**src/rtl/mest_pkg.sv**
```systemverilog
// Shared types, constants and helpers for the expected-sample table.
package mest_pkg;

  localparam int SAMPLE_W  = 16;
  localparam int PROD_W    = 2 * SAMPLE_W;
  localparam int ACC_W     = 36;
  localparam int FRAC_BITS = 13;
  localparam int OUT_W     = 18;
  localparam int CFG_W     = 64;
  localparam int CFG_IDX_W = 4;
  localparam int IDX_W     = 8;
  localparam int ENTRIES   = 4;
  localparam int MAX_TAPS  = 4;
  localparam int SHIFT_W   = ACC_W - FRAC_BITS;

  localparam logic [CFG_W-1:0] SYM_LO_RST  = 64'h2000_E000_0000_2000;
  localparam logic [CFG_W-1:0] SYM_HI_RST  = 64'h0;
  localparam logic [CFG_W-1:0] TAPS_LO_RST = 64'h0000_0000_0000_2000;
  localparam logic [CFG_W-1:0] TAPS_HI_RST = 64'h0;

  localparam logic signed [SHIFT_W-1:0] OUT_MAX = SHIFT_W'(131071);
  localparam logic signed [SHIFT_W-1:0] OUT_MIN = -SHIFT_W'(131072);

  typedef enum logic [CFG_IDX_W-1:0] {
    REG_SYM_LO  = 4'd0,
    REG_SYM_HI  = 4'd1,
    REG_TAPS_LO = 4'd2,
    REG_TAPS_HI = 4'd3
  } cfg_reg_e;

  // Complex Q2.13 value, real in the low half.
  typedef struct packed {
    logic signed [SAMPLE_W-1:0] im;
    logic signed [SAMPLE_W-1:0] re;
  } cplx_t;

  // Partial products of one tap.
  typedef struct packed {
    logic signed [PROD_W-1:0] rr;
    logic signed [PROD_W-1:0] ii;
    logic signed [PROD_W-1:0] ri;
    logic signed [PROD_W-1:0] ir;
  } prod_t;

  // Floor shift by the fraction width, then clamp to the output range.
  function automatic logic signed [OUT_W-1:0] scale_sat(input logic signed [ACC_W-1:0] acc);
    logic signed [SHIFT_W-1:0] sh;
    logic signed [OUT_W-1:0]   res;
    sh = acc[ACC_W-1:FRAC_BITS];
    if (sh > OUT_MAX) begin
      res = OUT_MAX[OUT_W-1:0];
    end else if (sh < OUT_MIN) begin
      res = OUT_MIN[OUT_W-1:0];
    end else begin
      res = sh[OUT_W-1:0];
    end
    return res;
  endfunction

endpackage

```
**src/rtl/mest_tap_mult.sv**
```systemverilog
// One tap lane: modulation entry lookup and registered complex partial products.
module mest_tap_mult #(
  parameter int SYM_BITS     = 2,
  parameter int SYMBOL_COUNT = 4
) (
  input  logic                                       clk_i,
  input  logic                                       en_i,
  input  logic [SYM_BITS-1:0]                        sym_i,
  input  mest_pkg::cplx_t [mest_pkg::ENTRIES-1:0]    sym_tab_i,
  input  mest_pkg::cplx_t                            coef_i,
  output mest_pkg::prod_t                            prod_o
);

  logic [SYM_BITS+1:0] sym_ext;
  logic [1:0]          ent;
  logic                hit;
  mest_pkg::cplx_t     a;
  mest_pkg::prod_t     prod_d, prod_q;

  assign sym_ext = {2'b00, sym_i};
  assign ent     = sym_ext[1:0];
  assign hit     = (int'(sym_i) < SYMBOL_COUNT) && (int'(sym_i) < mest_pkg::ENTRIES);

  always_comb begin
    // Symbols with no table entry contribute nothing.
    a = hit ? sym_tab_i[ent] : '0;
    prod_d.rr = a.re * coef_i.re;
    prod_d.ii = a.im * coef_i.im;
    prod_d.ri = a.re * coef_i.im;
    prod_d.ir = a.im * coef_i.re;
  end

  always_ff @(posedge clk_i) begin
    if (en_i) begin
      prod_q <= prod_d;
    end
  end

  assign prod_o = prod_q;

endmodule

```
**config.mk**
```make
export PLATFORM = sky130hd
export DESIGN_NAME = mest_tap_mult
export DESIGN_NICKNAME = d
export VERILOG_FILES = /design/src/rtl/mest_pkg.sv /design/src/rtl/mest_tap_mult.sv
export SDC_FILE = /design/constraint.sdc
export NUM_CORES = 2
export LEC_CHECK = 0
export ABC_AREA = 1
export BUFFER_PORTS_ARGS = -buffer_cell sky130_fd_sc_hd__buf_2
export CAP_MARGIN = 15
export CORE_UTILIZATION = 30
export DETAILED_ROUTE_END_ITERATION = 6
export PLACE_DENSITY = 0.49
export RECOVER_POWER = 50
export SYNTH_ARGS = -nofsm -noshare
export SYNTH_HDL_FRONTEND = slang
export SYNTH_SLANG_ARGS = --single-unit
```
**constraint.sdc**
```tcl
create_clock -name clk_i -period 10.6 [get_ports clk_i]
set_input_delay 1.06 -clock clk_i [delete_from_list [all_inputs] [get_ports clk_i]]
set_output_delay 1.06 -clock clk_i [all_outputs]
set_load 0.01 [all_outputs]
```
==> summary.md <==
| Metric | Value |
|---|---|
| Fill cell count | 16.5k |
| # rows | 144 |
| Htree depth | 4 |
| Initial core utilization | 0.303 |
| Port Buffers | 291 |
| DR DRC count | 140 |
| Ys flop type | edfxtp_1 |
| Routed wire length per instance | ~19 µm |
| Post-DP HPWL | 124000 µm |
| Clock sink count | 128 |
| Final Slew Violations | 81 |
| Hold buffers post-CTS | 0 |
| Fmax | between 100 and 150 MHz |
| Fin nets | 7455 |
| Worst setup EP type | flip-flop |
| Layout cells sized above 1 | 0.0660 |
| Setup TNS | 0 ns |
| Root buf cell | clkbuf_16 |
| Post-CTS Setup Bufs | 0 |
| CTS tree | built |
| Routability Congestion | 0.896 |
| Post-cts resize count | 0 |
| Via count | roughly 37k |
| First drt pass iteration count | 7 |
| Die Wd | 397 µm |
| Vias in the first global route | 39.7k |
| Worst slew margin | -0.873 |
| Number of antenna violations at the first check in global routing | 18 |
| Synth async-reset ratio | 0 |
| Starting DRT DRC Count | 2951 |
| Routed Antenna Nets | 0 |
| Core footprint | around 150000 µm² |
| Worst hold-check path type | in -> reg |
| Die H | approximately 400 µm |
| RSZ-0062 raised after global routing | false |
| Most common cell in the netlist | inv_1 |
| Yosys cell types | 36 |
| Area of the multi-input gates | ~36000 µm² |
| Die area | 157000 µm² |
| Mapped Area | between 40000 and 50000 µm² |
| Sequential fraction of the synthesis area | 0.0823 |
| DR vias/cell | 4.67 |
| Commonest cells post-synth | 1440 x inv_1, 1257 x nand2_1, 1048 x fa_1 |
| Flops & latches, synth | 128 |
| Area Growth Syn to Fin | 8.16% |
| Yosys top cell area share | 0.449 |
| Critical path fanouts, max | 33 |
| FF/Latch Area | just under 4000 µm² |
| Hold Fails Final Rpt | 0 |
| Largest net degree at the start of global routing | 65 |
| Total CTS buffers | 17 |
| Critical path arrival | between 8 and 9 ns |
| GRT Util Overall | 0.199 |
| Clock buffer depth | 2 |
| Routed WL | 152000 µm |
| Max cap viols | 2 |
| Synthesized area per cell | roughly 8.1 µm² |
| Status | finished with violations |
| Tightest Pin Transition | 2.81 ns |
| GR Overflow Total | 0 |
| Synth warn | 0 |
| Nature of the critical path startpoint | input port |
| Tcrit/Tclk final | 0.815 |
| Setup violators final | 0 |
| # IOs | 292 |
| Main area contributors after synthesis | fa_1 45%, inv_1 12%, nand2_1 10% |
| Worst-path clk slew | 0.07 ns |
| Post-Syn Nets | between 7k and 8k |
| Post-synth EDFFs | 128 |
| Yosys top cell by area | fa_1 |
| Critical path class | in -> reg |
| Failing checks | design-rule violations, max-capacitance violations, max-slew violations |
| Cell count after synthesis | 5744 |
| Flip-flop count of the largest register after layout | 128 |
| Global-route wire length before repair | 236000 µm |
| WP data required | 10.87 ns |
| Final min period | 8.64 ns |
## worst paths after layout
check	start	to	slack, ns	cells after the start
worst max-delay path	sym_i[1]	prod_o[93]	1.96	25
worst min-delay path	coef_i[16]	prod_o[32]	1.21	4
## through the flow
| step | instance area [µm²] | instances | worst slack, ns | hold WS, ns | utilization |
|---|---|---|---|---|---|
| final | 50500 | 7978 | 1.96 | 1.21 | 0.327 |
| after global routing | 50500 | 7976 | 1.80 | 1.23 | 0.327 |
| after CTS | 50700 | 7971 | 2.16 | 0.921 | 0.328 |
| after detailed placement | 50100 | 7940 | 1.57 | 1.47 | 0.324 |
| after global placement | 50100 | 7940 | 1.57 | 1.47 | 0.324 |
| after floorplan | 46700 | 5744 | 3.94 | 1.17 | - |
## cells by family (layout without fill, tap and decap cells)
family          count (synthesis)  after routing  share of synthesized area
simple gates                 2316           2316                      0.205
fa+ha+maj                    1376           1376                      0.537
compound gates                173            173                     0.0202
xor+xnor                       79             79                     0.0148
buf+inv                      1672           1855                      0.141
other cells                     0              7                          0
flops                         128            128                     0.0823
## routing by layer
metal  routed length (µm)  vias to the layer above  GRT usage
met5                   87                        -          0
met3                12400                      178     0.0422
met1                65500                    18800      0.269
met4                 2820                       14     0.0447
met2                71400                     1256      0.327
li1                     -                    17000          -
## critical path: stages
cell and delay, ns:
buf_2 0.08, buf_4 0.45, inv_2 0.51, nand3_1 0.23, nand2_1 0.57, inv_1 1.01
nand2_1 0.19, fa_1 0.57, fa_1 0.53, fa_1 0.52, inv_1 0.06, fa_1 0.50
fa_1 0.49, inv_1 0.05, fa_1 0.48, inv_1 0.04, ha_1 0.34, nand2_1 0.19
inv_1 0.06, a21oi_1 0.29, nand3_1 0.25, nand3_1 0.18, nand3_1 0.08, nand2_1 0.06
nand2_1 0.08
## area by class of cell
cell class | instances | area share
diodes | 7 | 0.000347
clock buffers | 18 | 0.00849
clock inverters | 13 | 0.00329
inverters | 1491 | 0.111
multi-input cells | 3944 | 0.718
flip-flops and latches | 128 | 0.0761
well taps | 2044 | 0.0506
repair buffers | 333 | 0.0321
## cell usage in the layout (no fill, tap or decap), drive strengths merged, types with 2 or more instances in the layout
master	count
a21o	3
a21oi	105
and2	5
buf	216
bufinv	3
clkbuf	135
clkinv	16
clkinvlp	5
diode	7
edfxtp	128
fa	1048
ha	328
inv	1480
nand2	1289
nand3	201
nand3b	11
nand4	48
nor2	731
nor3	30
o21a	2
o21ai	37
o21bai	23
xnor2	10
xor2	69
Power is not shown: default switching activity piles up to over one toggle a cycle in this logic, so the estimate is an artifact.
